`src/sv/software_timer_table_top_defines.svh`:
```
// ----------------------------------------------------------------------------
// Software timer table: assertion macros
// Shared assertion wrappers; define ASSERT_OFF to compile them away.
// ----------------------------------------------------------------------------
`ifndef SOFTWARE_TIMER_TABLE_TOP_DEFINES_SVH
`define SOFTWARE_TIMER_TABLE_TOP_DEFINES_SVH

`ifndef ASSERT_OFF
// Property that must hold in the same cycle as its antecedent.
`define STT_ASSERT_SAME(lbl, ante, cons, msg) \
  lbl: assert property (@(posedge clk_i) disable iff (!rst_ni) (ante) |-> (cons)) \
    else $error(msg);
// Property that must hold in the cycle after its antecedent.
`define STT_ASSERT_NEXT(lbl, ante, cons, msg) \
  lbl: assert property (@(posedge clk_i) disable iff (!rst_ni) (ante) |=> (cons)) \
    else $error(msg);
`else
`define STT_ASSERT_SAME(lbl, ante, cons, msg)
`define STT_ASSERT_NEXT(lbl, ante, cons, msg)
`endif

`endif

```
`src/sv/stt_pkg.sv`:
```
// ----------------------------------------------------------------------------
// Software timer table package
// Shared types, codes and helpers for the timer table controller and datapath.
// ----------------------------------------------------------------------------
package stt_pkg;

  localparam int unsigned TIME_BITS = 48;
  localparam int unsigned ID_W      = 32;
  localparam int unsigned DELAY_W   = 32;

  typedef enum logic [1:0] {
    OP_ADD    = 2'd0,
    OP_CANCEL = 2'd1,
    OP_CLEAR  = 2'd2,
    OP_TICK   = 2'd3
  } opcode_e;

  typedef enum logic [2:0] {
    KIND_ADDED     = 3'd0,
    KIND_FULL      = 3'd1,
    KIND_CANCELLED = 3'd2,
    KIND_FIRED     = 3'd3,
    KIND_IDLE      = 3'd4
  } kind_e;

  typedef enum logic [2:0] {
    ST_IDLE,
    ST_DISPATCH,
    ST_MARK_RD,
    ST_MARK_EV,
    ST_PACK_CHK,
    ST_PACK_RD,
    ST_PACK_EV,
    ST_FINISH
  } state_e;

  typedef struct packed {
    logic [ID_W-1:0]      id;
    logic [TIME_BITS-1:0] deadline;
    logic [DELAY_W-1:0]   interval;
  } entry_t;

  // Commands from the controller to the datapath.
  typedef struct packed {
    logic latch;
    logic add_commit;
    logic add_full;
    logic clear_all;
    logic scan_init;
    logic rd_en;
    logic mark_step;
    logic pack_init;
    logic pack_step;
    logic finish;
  } cmd_t;

  // Status from the datapath to the controller.
  typedef struct packed {
    opcode_e op;
    logic    out_free;
    logic    count_zero;
    logic    count_full;
    logic    idx_zero;
    logic    idx_top;
    logic    gone_any;
    logic    mark_stall;
  } sts_t;

  // Time plus an offset, saturating at the largest time value.
  function automatic logic [TIME_BITS-1:0] sat_add(input logic [TIME_BITS-1:0] t,
                                                   input logic [DELAY_W-1:0] d);
    logic [TIME_BITS:0] s;
    s = {1'b0, t} + {{(TIME_BITS + 1 - DELAY_W){1'b0}}, d};
    return s[TIME_BITS] ? {TIME_BITS{1'b1}} : s[TIME_BITS-1:0];
  endfunction

endpackage

```
`src/sv/stt_ram.sv`:
```
// ----------------------------------------------------------------------------
// Software timer table: generic RAM
// One write port and one read port with registered read data.
// ----------------------------------------------------------------------------
module stt_ram #(
  parameter int unsigned WIDTH = 8,
  parameter int unsigned DEPTH = 16
) (
  input  logic                                        clk_i,
  input  logic                                        wr_en_i,
  input  logic [((DEPTH > 1) ? $clog2(DEPTH) : 1)-1:0] wr_addr_i,
  input  logic [WIDTH-1:0]                            wr_data_i,
  input  logic                                        rd_en_i,
  input  logic [((DEPTH > 1) ? $clog2(DEPTH) : 1)-1:0] rd_addr_i,
  output logic [WIDTH-1:0]                            rd_data_o
);

  logic [WIDTH-1:0] mem_q [DEPTH];
  logic [WIDTH-1:0] rd_data_q;

  always_ff @(posedge clk_i) begin
    if (wr_en_i) begin
      mem_q[wr_addr_i] <= wr_data_i;
    end
    if (rd_en_i) begin
      rd_data_q <= mem_q[rd_addr_i];
    end
  end

  assign rd_data_o = rd_data_q;

endmodule

```
`src/sv/stt_ctrl.sv`:
```
// ----------------------------------------------------------------------------
// Software timer table: controller
// Sequences adds, clears, the marking scan and the compaction pass.
// ----------------------------------------------------------------------------
module stt_ctrl (
  input  logic          clk_i,
  input  logic          rst_ni,
  input  logic          s_axis_tvalid_i,
  output logic          s_axis_tready_o,
  input  stt_pkg::sts_t sts_i,
  output stt_pkg::cmd_t cmd_o
);

  stt_pkg::state_e state_q, state_d;

  always_ff @(posedge clk_i or negedge rst_ni) begin
    if (!rst_ni) begin
      state_q <= stt_pkg::ST_IDLE;
    end else begin
      state_q <= state_d;
    end
  end

  always_comb begin
    state_d         = state_q;
    cmd_o           = '0;
    s_axis_tready_o = 1'b0;
    unique case (state_q)
      stt_pkg::ST_IDLE: begin
        s_axis_tready_o = 1'b1;
        if (s_axis_tvalid_i) begin
          cmd_o.latch = 1'b1;
          state_d     = stt_pkg::ST_DISPATCH;
        end
      end
      stt_pkg::ST_DISPATCH: begin
        unique case (sts_i.op)
          stt_pkg::OP_ADD: begin
            if (sts_i.out_free) begin
              cmd_o.add_full   = sts_i.count_full;
              cmd_o.add_commit = !sts_i.count_full;
              state_d          = stt_pkg::ST_IDLE;
            end
          end
          stt_pkg::OP_CLEAR: begin
            if (sts_i.out_free) begin
              cmd_o.clear_all = 1'b1;
              state_d         = stt_pkg::ST_IDLE;
            end
          end
          stt_pkg::OP_CANCEL, stt_pkg::OP_TICK: begin
            if (sts_i.count_zero) begin
              state_d = stt_pkg::ST_FINISH;
            end else begin
              cmd_o.scan_init = 1'b1;
              state_d         = stt_pkg::ST_MARK_RD;
            end
          end
          default: state_d = stt_pkg::ST_IDLE;
        endcase
      end
      stt_pkg::ST_MARK_RD: begin
        cmd_o.rd_en = 1'b1;
        state_d     = stt_pkg::ST_MARK_EV;
      end
      stt_pkg::ST_MARK_EV: begin
        if (!sts_i.mark_stall) begin
          cmd_o.mark_step = 1'b1;
          state_d = sts_i.idx_zero ? stt_pkg::ST_PACK_CHK : stt_pkg::ST_MARK_RD;
        end
      end
      stt_pkg::ST_PACK_CHK: begin
        if (sts_i.gone_any) begin
          cmd_o.pack_init = 1'b1;
          state_d         = stt_pkg::ST_PACK_RD;
        end else begin
          state_d = stt_pkg::ST_FINISH;
        end
      end
      stt_pkg::ST_PACK_RD: begin
        cmd_o.rd_en = 1'b1;
        state_d     = stt_pkg::ST_PACK_EV;
      end
      stt_pkg::ST_PACK_EV: begin
        cmd_o.pack_step = 1'b1;
        state_d = sts_i.idx_top ? stt_pkg::ST_FINISH : stt_pkg::ST_PACK_RD;
      end
      stt_pkg::ST_FINISH: begin
        if (sts_i.out_free) begin
          cmd_o.finish = 1'b1;
          state_d      = stt_pkg::ST_IDLE;
        end
      end
      default: state_d = stt_pkg::ST_IDLE;
    endcase
  end

endmodule

```
`src/sv/stt_datapath.sv`:
```
// ----------------------------------------------------------------------------
// Software timer table: datapath
// Item register, table RAM, scan pointers, removal marks and output register.
// ----------------------------------------------------------------------------
module stt_datapath #(
  parameter int unsigned TIMER_SLOTS = 16
) (
  input  logic          clk_i,
  input  logic          rst_ni,
  input  logic [143:0]  s_axis_tdata_i,
  input  logic [1:0]    s_axis_tuser_i,
  output logic          m_axis_tvalid_o,
  input  logic          m_axis_tready_i,
  output logic [31:0]   m_axis_tdata_o,
  output logic [2:0]    m_axis_tuser_o,
  output logic          m_axis_tlast_o,
  input  stt_pkg::cmd_t cmd_i,
  output stt_pkg::sts_t sts_o,
  output logic [$clog2(TIMER_SLOTS + 1)-1:0] count_o
);

  localparam int unsigned SLOT_W = (TIMER_SLOTS > 1) ? $clog2(TIMER_SLOTS) : 1;
  localparam int unsigned CNT_W  = $clog2(TIMER_SLOTS + 1);
  localparam int unsigned TB     = stt_pkg::TIME_BITS;
  localparam int unsigned IW     = stt_pkg::ID_W;
  localparam int unsigned DW     = stt_pkg::DELAY_W;

  // Held input item.
  stt_pkg::opcode_e op_q;
  logic [TB-1:0]    now_q;
  logic [DW-1:0]    delay_q;
  logic [DW-1:0]    interval_q;
  logic [IW-1:0]    target_q;

  // Table control.
  logic [CNT_W-1:0]       count_q, count_d;
  logic [IW-1:0]          next_id_q, next_id_d;
  logic [SLOT_W-1:0]      idx_q, idx_d;
  logic [CNT_W-1:0]       wptr_q, wptr_d;
  logic [TIMER_SLOTS-1:0] gone_q, gone_d;
  logic                   gone_any_q, gone_any_d;
  logic                   pend_valid_q, pend_valid_d;
  logic [IW-1:0]          pend_id_q, pend_id_d;

  // Output register.
  logic                   out_valid_q, out_valid_d;
  stt_pkg::kind_e         out_kind_q, out_kind_d;
  logic [IW-1:0]          out_id_q, out_id_d;
  logic                   out_last_q, out_last_d;

  // RAM ports.
  logic                   wr_en;
  logic [SLOT_W-1:0]      wr_addr;
  stt_pkg::entry_t        wr_entry;
  stt_pkg::entry_t        rd_entry;
  logic [$bits(stt_pkg::entry_t)-1:0] rd_raw;

  logic          is_tick;
  logic          due;
  logic [TB-1:0] reload;
  logic          out_free;
  logic          keep;

  stt_ram #(
    .WIDTH ($bits(stt_pkg::entry_t)),
    .DEPTH (TIMER_SLOTS)
  ) u_ram (
    .clk_i     (clk_i),
    .wr_en_i   (wr_en),
    .wr_addr_i (wr_addr),
    .wr_data_i (wr_entry),
    .rd_en_i   (cmd_i.rd_en),
    .rd_addr_i (idx_q),
    .rd_data_o (rd_raw)
  );

  assign rd_entry = stt_pkg::entry_t'(rd_raw);
  assign is_tick  = (op_q == stt_pkg::OP_TICK);
  assign due      = (now_q >= rd_entry.deadline);
  assign reload   = stt_pkg::sat_add(now_q, rd_entry.interval);
  assign out_free = !out_valid_q || m_axis_tready_i;
  assign keep     = !gone_q[idx_q];

  always_comb begin
    count_d      = count_q;
    next_id_d    = next_id_q;
    idx_d        = idx_q;
    wptr_d       = wptr_q;
    gone_d       = gone_q;
    gone_any_d   = gone_any_q;
    pend_valid_d = pend_valid_q;
    pend_id_d    = pend_id_q;
    out_valid_d  = out_valid_q && !m_axis_tready_i;
    out_kind_d   = out_kind_q;
    out_id_d     = out_id_q;
    out_last_d   = out_last_q;
    wr_en        = 1'b0;
    wr_addr      = idx_q;
    wr_entry     = rd_entry;

    if (cmd_i.latch) begin
      pend_valid_d = 1'b0;
    end

    if (cmd_i.add_full) begin
      out_valid_d = 1'b1;
      out_kind_d  = stt_pkg::KIND_FULL;
      out_id_d    = '0;
      out_last_d  = 1'b1;
    end

    if (cmd_i.add_commit) begin
      wr_en             = 1'b1;
      wr_addr           = count_q[SLOT_W-1:0];
      wr_entry.id       = next_id_q;
      wr_entry.deadline = stt_pkg::sat_add(now_q, delay_q);
      wr_entry.interval = interval_q;
      count_d           = count_q + CNT_W'(1);
      next_id_d         = next_id_q + IW'(1);
      out_valid_d       = 1'b1;
      out_kind_d        = stt_pkg::KIND_ADDED;
      out_id_d          = next_id_q;
      out_last_d        = 1'b1;
    end

    if (cmd_i.clear_all) begin
      count_d     = '0;
      out_valid_d = 1'b1;
      out_kind_d  = stt_pkg::KIND_CANCELLED;
      out_id_d    = '0;
      out_last_d  = 1'b1;
    end

    if (cmd_i.scan_init) begin
      idx_d      = SLOT_W'(count_q - CNT_W'(1));
      gone_d     = '0;
      gone_any_d = 1'b0;
    end

    if (cmd_i.mark_step) begin
      if (is_tick) begin
        if (due) begin
          // The previously held firing is now known not to be the final one.
          if (pend_valid_q) begin
            out_valid_d = 1'b1;
            out_kind_d  = stt_pkg::KIND_FIRED;
            out_id_d    = pend_id_q;
            out_last_d  = 1'b0;
          end
          pend_valid_d = 1'b1;
          pend_id_d    = rd_entry.id;
          if (rd_entry.interval != '0) begin
            wr_en             = 1'b1;
            wr_entry.deadline = reload;
          end else begin
            gone_d[idx_q] = 1'b1;
            gone_any_d    = 1'b1;
          end
        end
      end else if (rd_entry.id == target_q) begin
        gone_d[idx_q] = 1'b1;
        gone_any_d    = 1'b1;
      end
      if (idx_q != '0) begin
        idx_d = idx_q - SLOT_W'(1);
      end
    end

    if (cmd_i.pack_init) begin
      idx_d  = '0;
      wptr_d = '0;
    end

    if (cmd_i.pack_step) begin
      if (keep) begin
        wr_en   = 1'b1;
        wr_addr = wptr_q[SLOT_W-1:0];
        wptr_d  = wptr_q + CNT_W'(1);
      end
      if (sts_o.idx_top) begin
        count_d = wptr_q + CNT_W'(keep);
      end else begin
        idx_d = idx_q + SLOT_W'(1);
      end
    end

    if (cmd_i.finish) begin
      out_valid_d = 1'b1;
      out_last_d  = 1'b1;
      if (!is_tick) begin
        out_kind_d = stt_pkg::KIND_CANCELLED;
        out_id_d   = target_q;
      end else if (pend_valid_q) begin
        out_kind_d = stt_pkg::KIND_FIRED;
        out_id_d   = pend_id_q;
      end else begin
        out_kind_d = stt_pkg::KIND_IDLE;
        out_id_d   = '0;
      end
    end
  end

  always_ff @(posedge clk_i or negedge rst_ni) begin
    if (!rst_ni) begin
      count_q      <= '0;
      next_id_q    <= '0;
      idx_q        <= '0;
      wptr_q       <= '0;
      gone_q       <= '0;
      gone_any_q   <= 1'b0;
      pend_valid_q <= 1'b0;
      out_valid_q  <= 1'b0;
    end else begin
      count_q      <= count_d;
      next_id_q    <= next_id_d;
      idx_q        <= idx_d;
      wptr_q       <= wptr_d;
      gone_q       <= gone_d;
      gone_any_q   <= gone_any_d;
      pend_valid_q <= pend_valid_d;
      out_valid_q  <= out_valid_d;
    end
  end

  always_ff @(posedge clk_i) begin
    if (cmd_i.latch) begin
      op_q       <= stt_pkg::opcode_e'(s_axis_tuser_i);
      now_q      <= s_axis_tdata_i[TB-1:0];
      delay_q    <= s_axis_tdata_i[TB+DW-1:TB];
      interval_q <= s_axis_tdata_i[TB+2*DW-1:TB+DW];
      target_q   <= s_axis_tdata_i[TB+2*DW+IW-1:TB+2*DW];
    end
    pend_id_q  <= pend_id_d;
    out_kind_q <= out_kind_d;
    out_id_q   <= out_id_d;
    out_last_q <= out_last_d;
  end

  always_comb begin
    sts_o.op         = op_q;
    sts_o.out_free   = out_free;
    sts_o.count_zero = (count_q == '0);
    sts_o.count_full = (count_q == CNT_W'(TIMER_SLOTS));
    sts_o.idx_zero   = (idx_q == '0);
    sts_o.idx_top    = ((CNT_W'(idx_q) + CNT_W'(1)) == count_q);
    sts_o.gone_any   = gone_any_q;
    sts_o.mark_stall = is_tick && due && pend_valid_q && !out_free;
  end

  assign count_o         = count_q;
  assign m_axis_tvalid_o = out_valid_q;
  assign m_axis_tdata_o  = out_id_q;
  assign m_axis_tuser_o  = out_kind_q;
  assign m_axis_tlast_o  = out_last_q;

endmodule

```
`src/sv/software_timer_table_top.sv`:
```
// ----------------------------------------------------------------------------
// Software timer table: top level
// Table of one-shot and periodic timers driven by add, cancel and tick items.
// ----------------------------------------------------------------------------
// Usage. Commands arrive on the slave stream: tuser carries the opcode (add,
// cancel by identifier, cancel all, tick) and tdata the time and arguments.
// Results leave on the master stream: tuser is the result kind, tdata the
// timer identifier, and tlast marks the final result of a command. Add,
// cancel and cancel-all give one result each; a tick gives one result per
// fired timer, in reverse table order, or a single idle result.
// Sequencing: an add or cancel-all result is loaded into the output register
// from the dispatch state that follows its transfer, after which the
// sequencer returns to idle for the next transfer. A cancel or a tick runs
// a marking scan over the table and, when entries were removed, a compaction
// pass that writes the kept entries back in order; both passes go through
// the single read port of the table RAM, with a read and an evaluate state
// per entry. One command is worked on at a time; the next transfer is taken
// once the previous one has handed its last result to the output register.
// A stalled receiver holds the output register and the sequencer waits on it;
// no result is lost. After reset the table is empty and identifiers start at
// zero; the table RAM needs no clearing pass.
// ----------------------------------------------------------------------------
`include "software_timer_table_top_defines.svh"

module software_timer_table_top #(
  parameter int unsigned TIMER_SLOTS = 16
) (
  input  logic         clk_i,
  input  logic         rst_ni,
  // Command stream.
  input  logic         s_axis_tvalid_i,
  output logic         s_axis_tready_o,
  // now_ms [47:0], delay_ms [79:48], interval_ms [111:80], target_id [143:112]
  input  logic [143:0] s_axis_tdata_i,
  // opcode [1:0]
  input  logic [1:0]   s_axis_tuser_i,
  // Result stream.
  output logic         m_axis_tvalid_o,
  input  logic         m_axis_tready_i,
  // result_id [31:0]
  output logic [31:0]  m_axis_tdata_o,
  // result_kind [2:0]
  output logic [2:0]   m_axis_tuser_o,
  output logic         m_axis_tlast_o
);

  stt_pkg::cmd_t cmd;
  stt_pkg::sts_t sts;
  logic [$clog2(TIMER_SLOTS + 1)-1:0] count;
  logic out_load;
  logic in_xfer;

  stt_ctrl u_ctrl (
    .clk_i           (clk_i),
    .rst_ni          (rst_ni),
    .s_axis_tvalid_i (s_axis_tvalid_i),
    .s_axis_tready_o (s_axis_tready_o),
    .sts_i           (sts),
    .cmd_o           (cmd)
  );

  stt_datapath #(
    .TIMER_SLOTS (TIMER_SLOTS)
  ) u_datapath (
    .clk_i           (clk_i),
    .rst_ni          (rst_ni),
    .s_axis_tdata_i  (s_axis_tdata_i),
    .s_axis_tuser_i  (s_axis_tuser_i),
    .m_axis_tvalid_o (m_axis_tvalid_o),
    .m_axis_tready_i (m_axis_tready_i),
    .m_axis_tdata_o  (m_axis_tdata_o),
    .m_axis_tuser_o  (m_axis_tuser_o),
    .m_axis_tlast_o  (m_axis_tlast_o),
    .cmd_i           (cmd),
    .sts_o           (sts),
    .count_o         (count)
  );

  // Commands that load a final or single result into the output register.
  assign out_load = cmd.add_commit || cmd.add_full || cmd.clear_all || cmd.finish;
  assign in_xfer  = s_axis_tvalid_i && s_axis_tready_o;

  // A command that loads the output register is only issued when it is free.
  `STT_ASSERT_SAME(a_emit_free, out_load, sts.out_free, "result loaded over a pending result")
  // The table never holds more entries than it has slots.
  `STT_ASSERT_SAME(a_count_bound, 1'b1, count <= TIMER_SLOTS, "entry count beyond table size")
  // A command is worked on alone: no second transfer right after one.
  `STT_ASSERT_NEXT(a_one_cmd, in_xfer, !s_axis_tready_o, "command taken while busy")

endmodule

```
`config.mk`:
```
export PLATFORM = sky130hd
export DESIGN_NAME = software_timer_table_top
export DESIGN_NICKNAME = d
export VERILOG_FILES = /design/src/sv/stt_pkg.sv /design/src/sv/stt_ram.sv /design/src/sv/stt_ctrl.sv /design/src/sv/stt_datapath.sv /design/src/sv/software_timer_table_top.sv
export VERILOG_INCLUDE_DIRS = /design/src /design/src/sv
export SDC_FILE = /design/constraint.sdc
export NUM_CORES = 2
export LEC_CHECK = 0
export BUFFER_PORTS_ARGS = -buffer_cell sky130_fd_sc_hd__buf_4
export CORE_MARGIN = 8
export CORE_UTILIZATION = 40
export DETAILED_ROUTE_END_ITERATION = 10
export GPL_TIMING_DRIVEN = 0
export PLACE_DENSITY = 0.6
export SLEW_MARGIN = 20
export SYNTH_ARGS = -nofsm -noshare
export SYNTH_HDL_FRONTEND = slang
export SYNTH_HIERARCHICAL = 1
export SYNTH_SLANG_ARGS = --single-unit
export TNS_END_PERCENT = 50
```
`constraint.sdc`:
```
create_clock -name clk_i -period 14.45 [get_ports clk_i]
set_input_delay 0 -clock clk_i [delete_from_list [all_inputs] [get_ports clk_i]]
set_output_delay 0 -clock clk_i [all_outputs]
set_load 0.03 [all_outputs]
```
**Word level (Yosys, flattened, before mapping)**

Memory sizes are Yosys's and may differ from the RTL's. A register that Yosys moved wholly into a read port is not among the register bits.
Cells that the tools add are included.

- Bits in registers: 282
- Bits in writable memories: 1792
- Bits of input ports: 150
- Memories kept: 1

Memories:

| memory | depth | bits a word | read ports | clocked after Yosys merged registers in | wr ports | RTL line | RTL |
|---|---|---|---|---|---|---|---|
| u_datapath.u_ram.mem_q | 16 | 112 | 1 | 1 | 1 | stt_ram.sv:18 | `logic [WIDTH-1:0] mem_q [DEPTH];` |

- $add $sub $neg: 10
- Magnitude comparators: 3
- Eq/ne operators: 15
- Mux-type cells: 113
- Bitwise logic cells: 1
- Reduce and logical (&&, ||, !) cells: 22

Operators with widths:

| kind | count |
|---|---|
| $mux W32 | 10 |
| $mux W48 | 6 |
| $mux W112 | 1 |
| $add A48 B32 Y49 | 2 |
| $mux W16 | 6 |
| $mux W1 | 50 |
| $ge A48 B48 Y1 | 1 |
| $mux W3 | 15 |
| $mux W4 | 10 |
| $mux W5 | 7 |
| $add A32 B1 Y32 const B | 1 |
| $eq A32 B32 Y1 | 1 |
| $reduce_bool A32 Y1 | 1 |
| $pmux W3 S8 | 1 |
| $or A16 B16 Y16 | 1 |
| $eq A3 B3 Y1 const B | 4 |
| $add A5 B1 Y5 const B | 2 |
| $mux W2 | 4 |
| $sub A4 B1 Y4 const B | 2 |
| $eq A3 B2 Y1 const B | 2 |
| $pmux W3 S2 | 1 |
| $reduce_or A2 Y1 | 3 |
| $add A4 B1 Y5 const B | 1 |
| $add A5 B1 Y5 | 1 |
| other kinds (21) | 31 |

**Logic depth before layout (Yosys ltp)**

- Word-level depth: 14
- Depth in mapped cells: 17

**Modules after synthesis**

Netlist, hierarchy kept.

Modules (own cells, without submodules):

| module | instances | cells an instance | area an instance (µm²) | sequential area each (µm²) |
|---|---|---|---|---|
| stt_ram | 1 | 2864 | 70289.9 | 57174.8 |
| stt_datapath | 1 | 1860 | 17790.8 | 7692.4 |
| stt_ctrl | 1 | 50 | 336.6 | 75.1 |

**Least setup slack after synthesis**

OpenSTA, ideal clock, no wires.

- Path kind: reg2reg
- Start: register u_datapath.now_q[15]
- End: memory u_datapath/u_ram/mem_q[0][0] (netlist name), enable pin
- Data arrival time: 11.415 ns
- Path slack: 2.315 ns
- Cell stages (with the launch flop): 17
- Buffers on the path: 2
- Clock period less this slack: 12.135 ns
- Path through: edfxtp_1 ha_1 a41o_1 a211oi_1 a311o_1 nand3_1 o21ai_0 a2111oi_0 nor3_1 nand3_1 nor3_1 o31ai_2 buf_2 buf_1 nand3_1 or3b_2 nor3_1

RTL lines:

| element | RTL line | RTL |
|---|---|---|
| from (decl) | stt_datapath.sv:30 | `logic [TB-1:0] now_q;` |
| from (signal assigned) | stt_datapath.sv:228 | `now_q <= s_axis_tdata_i[TB-1:0];` |
| to (decl) | stt_ram.sv:18 |  |

==> summary.md <==
| Metric | Value |
|---|---|
| Register area share after synthesis | `roughly 73%` |
| PD cells | `between 100 and 150 mW/mm^2` |
| Worst min-delay path category | `in -> reg` |
| Sw Share | `roughly 20%` |
| Max-slew violations | `0` |
| Clock slew at reported path FFs | `0.06 ns` |
| Crit Path Category | `reg -> reg` |
| Asr flop ratio synth | `3.11%` |
| Yosys Warn Count | `6` |
| Slowest stage cell, crit path | `o21ai_1` |
| Hold Path Stages | `4` |
| CP Data Arrival Time | `9.49 ns` |
| Post-synth net total | `~5000` |
| Worst slew margin | `15.2%` |
| Most used cell, CP | `buf_4` |
| Initial antenna violation count | `9` |
| CP top delay family | `simple AND/OR/NAND/NOR gates` |
| Clock sinks | `2186` |
| DRC viols | `0` |
| Nature of the critical path endpoint | `flip-flop` |
| Chip width | `486 um` |
| Detailed Routing Iterations Pass 1 | `5` |
| I/O pin count | `188` |
| PortBufs | `187` |
| Net Switching | `2.49 mW` |
| Worst-margin pin slew | `1.24 ns` |
| Internal power | `just over 10 mW` |
| Buf/Inv on CP | `10` |
| Worst hold slack | `roughly 0.2 ns` |
| Detailed Place HPWL | `~180000 um` |
| Register-to-Register Path Depth | `24` |
| RePlAce Congestion | `0.918` |
| Final #Nets | `between 5000 and 6000` |
| Slowest stage delay, CP | `between 0.6 and 0.7 ns` |
| Wirelength per Cell | `29.1 um` |
| Detail Route Antenna Nets | `0` |
| Final Skew | `0.0583 ns` |
| Gr ovfl total | `0` |
| Syn avg cell area | `18.5 um^2` |
| Most common flop cell mapped by yosys | `edfxtp_1` |
| Setup bufs post-CTS | `0` |
| Die Y | `486 um` |
| CTS Buffer Depth | `3` |
| Crit path launch type | `flip-flop` |
| Number of global-route vias before repair | `slightly above 50000` |
| Peak supply drop | `106 uV` |
| Area delta synth->final | `21.5%` |
| Top cell type's share of synthesized area | `70.7%` |
| Distinct cells, synth | `82` |
| Setup TNS | `0 ns` |
| Synth area leader | `edfxtp_1` |
| Reg power frac | `54.4%` |
| Area of the mapped netlist | `0.0884 mm^2` |
| Status | `finished, final reports clean` |
| FP Rows | `172` |
| CTS tree | `yes` |
| Crit-path cells | `ha_1 > a21o_1 > a211oi_1 > a311o_1 > nand3_1 > o21ai_1 > a2111oi_1 > nor3_2 > nand3_1 > nor3_1 > o31ai_2 > buf_2 > clkbuf_2 > nand3_1 > or3b_2 > nor3_2 > buf_4 > buf_4 > buf_6 > buf_4 > buf_4 > buf_6 > buf_4 > buf_4` |
| Post-DR vias/cell | `5.70` |
| Comb power frac | `0.8%` |
| Fin. Hold Viols | `0` |
| Number of synthesized flops with an enable pin | `2082` |
| Top cells by area, synth | `edfxtp_1 (71%), mux4_2 (12%), a22oi_1 (2.1%)` |
| R2R Setup Slk | `5.50 ns` |
| Initial Util | `40.2%` |
| Flops & latches, synth | `~2200` |
| Worst reg2reg path endpoint | `u_datapath/u_ram/mem_q[0][29]$_DFFE_PP_` |
| Crit path required time | `14.99 ns` |
| Crit path from | `u_datapath/now_q[14]$_DFFE_PP_` |
| Max cap viols | `0` |
| RSZ-0062 raised after global routing | `no` |
| Max Clock Freq | `0.112 GHz` |
| Clk pwr share | `44.8%` |
| Core ar. | `0.220 mm^2` |
| CP max FO | `10` |
| Cells after synthesis | `roughly 4800` |
| Total die area | `around 0.24 mm^2` |
| Reg2Reg Launch Point | `u_datapath/now_q[14]$_DFFE_PP_` |
| Hold_sp | `m_axis_tready_i` |
| Synth cell count leaders | `edfxtp_1 (2082), mux4_2 (453), nand2_1 (309)` |
| Global-route wire length before repair | `369000 um` |
| Antenna cells | `0` |
| TritonCTS buffer count | `222` |
| Crit share post-route | `62.0%` |
| WL final | `258000 um` |
| Pin count of the biggest net entering global routing | `just under 70` |
| Share of layout cells above drive strength 1 | `23.3%` |
| Final min period | `8.95 ns` |
| Insertion delay to the later sink of the worst-skew pair | `between 0.8 and 0.9 ns` |
| Via Count | `50500` |
| H-tree depth | `4` |
| DRT iter0 DRCs | `6076` |
| Setup-failing EPs final | `0` |
| GRT Total Usage | `between 20% and 30%` |
| Worst hold endpoint | `u_datapath/m_axis_tvalid_o$_DFF_PN0_` |
| Most numerous cell in the Yosys netlist | `edfxtp_1` |
| Clock Tree Root | `clkbuf_16` |
| Leakage | `30.9 nW` |
## flip-flops by register name, summed over array words and instances (netlist names), 3 cells and up
signal,count
u_ctrl/state_q,3
u_datapath/count_o,5
u_datapath/delay_q,32
u_datapath/gone_q,16
u_datapath/idx_q,4
u_datapath/interval_q,32
u_datapath/m_axis_tdata_o,32
u_datapath/m_axis_tuser_o,3
u_datapath/next_id_q,32
u_datapath/now_q,48
u_datapath/pend_id_q,32
u_datapath/target_q,32
u_datapath/u_ram/mem_q,1792
u_datapath/u_ram/rd_data_o,112
u_datapath/wptr_q,5
## power by group through the flow
stage                     logic, mW  clock network, mW  registers, mW
after floorplan           0.0000525                  0           6.97
after global placement       0.0380                  0           6.97
after detailed placement     0.0384                  0           6.97
after CTS                     0.102               5.74           6.84
after global routing          0.110               5.97           6.83
final                         0.102               5.63           6.84
## metrics by stage
step / utilization, % / power (mW) / std cells / worst slack [ns] / instance area [um^2]
floorplan: - / 6.97 / 4774 / 2.31 / 88400
global placement: 42.6 / 7.01 / 7919 / -12.38 / 93500
detailed placement: 44.2 / 7.01 / 8134 / 5.39 / 97100
CTS: 48.8 / 12.7 / 8842 / 5.24 / 107000
global route: 48.9 / 12.9 / 8860 / 5.25 / 107000
finish: 48.9 / 12.6 / 8860 / 5.50 / 107000
## repair_timing
item	CTS	global route
hold buffers	298	0
gates resized for setup	0	0
endpoints found under the hold margin	243	0
## cell type report
class	count	area, um^2
Fill cell	18100	112000
Sequential cell	2186	64900
Multi-Input combinational cell	2239	22100
Timing Repair Buffer	718	7910
Clock buffer	272	5810
Tap cell	2958	3700
Clock inverter	138	1300
Buffer	230	1150
Inverter	119	447
## logic make-up after synthesis
| group | Yosys count | synth area share [%] |
|---|---|---|
| and+or+nand+nor | 687 | 3.55 |
| buffers and inverters | 349 | 1.80 |
| adders and majority gates | 125 | 1.79 |
| muxes | 504 | 12.2 |
| xor gates and xnor gates | 149 | 1.48 |
| AOI/OAI and AO/OA | 774 | 5.78 |
| DFF | 2186 | 73.4 |
## worst register-to-register path, delay by kind of cell (launching register included)
family                   cells  cell delay (ns)
AND/OR/NAND/NOR              7             3.21
buffers and inverters       10             2.35
AO/OA/AOI/OAI                6             2.12
flip-flops                   1             0.55
adder cells (fa/ha/maj)      1             0.41
## worst max path at each step
stage	endpoint	slack (ns)	cells past startpoint
floorplan	u_datapath/u_ram/mem_q[0][0]$_DFFE_PP_	2.31	16
global placement	u_datapath/u_ram/mem_q[12][26]$_DFFE_PP_	-12.38	16
detailed placement	u_datapath/u_ram/mem_q[0][27]$_DFFE_PP_	5.39	24
CTS	u_datapath/u_ram/mem_q[0][28]$_DFFE_PP_	5.24	24
global route	u_datapath/u_ram/mem_q[0][28]$_DFFE_PP_	5.25	24
finish	u_datapath/u_ram/mem_q[0][29]$_DFFE_PP_	5.50	24
## cell usage in the layout, fill, tap and decap left out, types with 39 or more instances in the layout
cell type	instances
dlygate4sd3_1	297
clkinv_1	50
a22oi_1	248
nand2_1	309
o21ai_0	79
buf_4	317
o21ai_1	63
nand4_1	42
clkinv_2	39
edfxtp_1	2082
nor2_1	123
xnor2_1	101
nand3_1	52
mux4_2	453
a21oi_1	163
buf_16	55
ha_1	123
buf_12	49
inv_1	116
xor2_1	48
clkbuf_16	224
dfrtp_1	68
clkbuf_1	150
## metal layers
metal	wire length, um	vias to the layer above	GRT usage [%]
met2	120000	2315	33.7
met4	6840	6	5.44
li1	-	21300	-
met1	109000	26500	30.5
met3	22100	372	4.38
met5	74	-	0
Note: power is estimated with default switching activity, not from simulation.
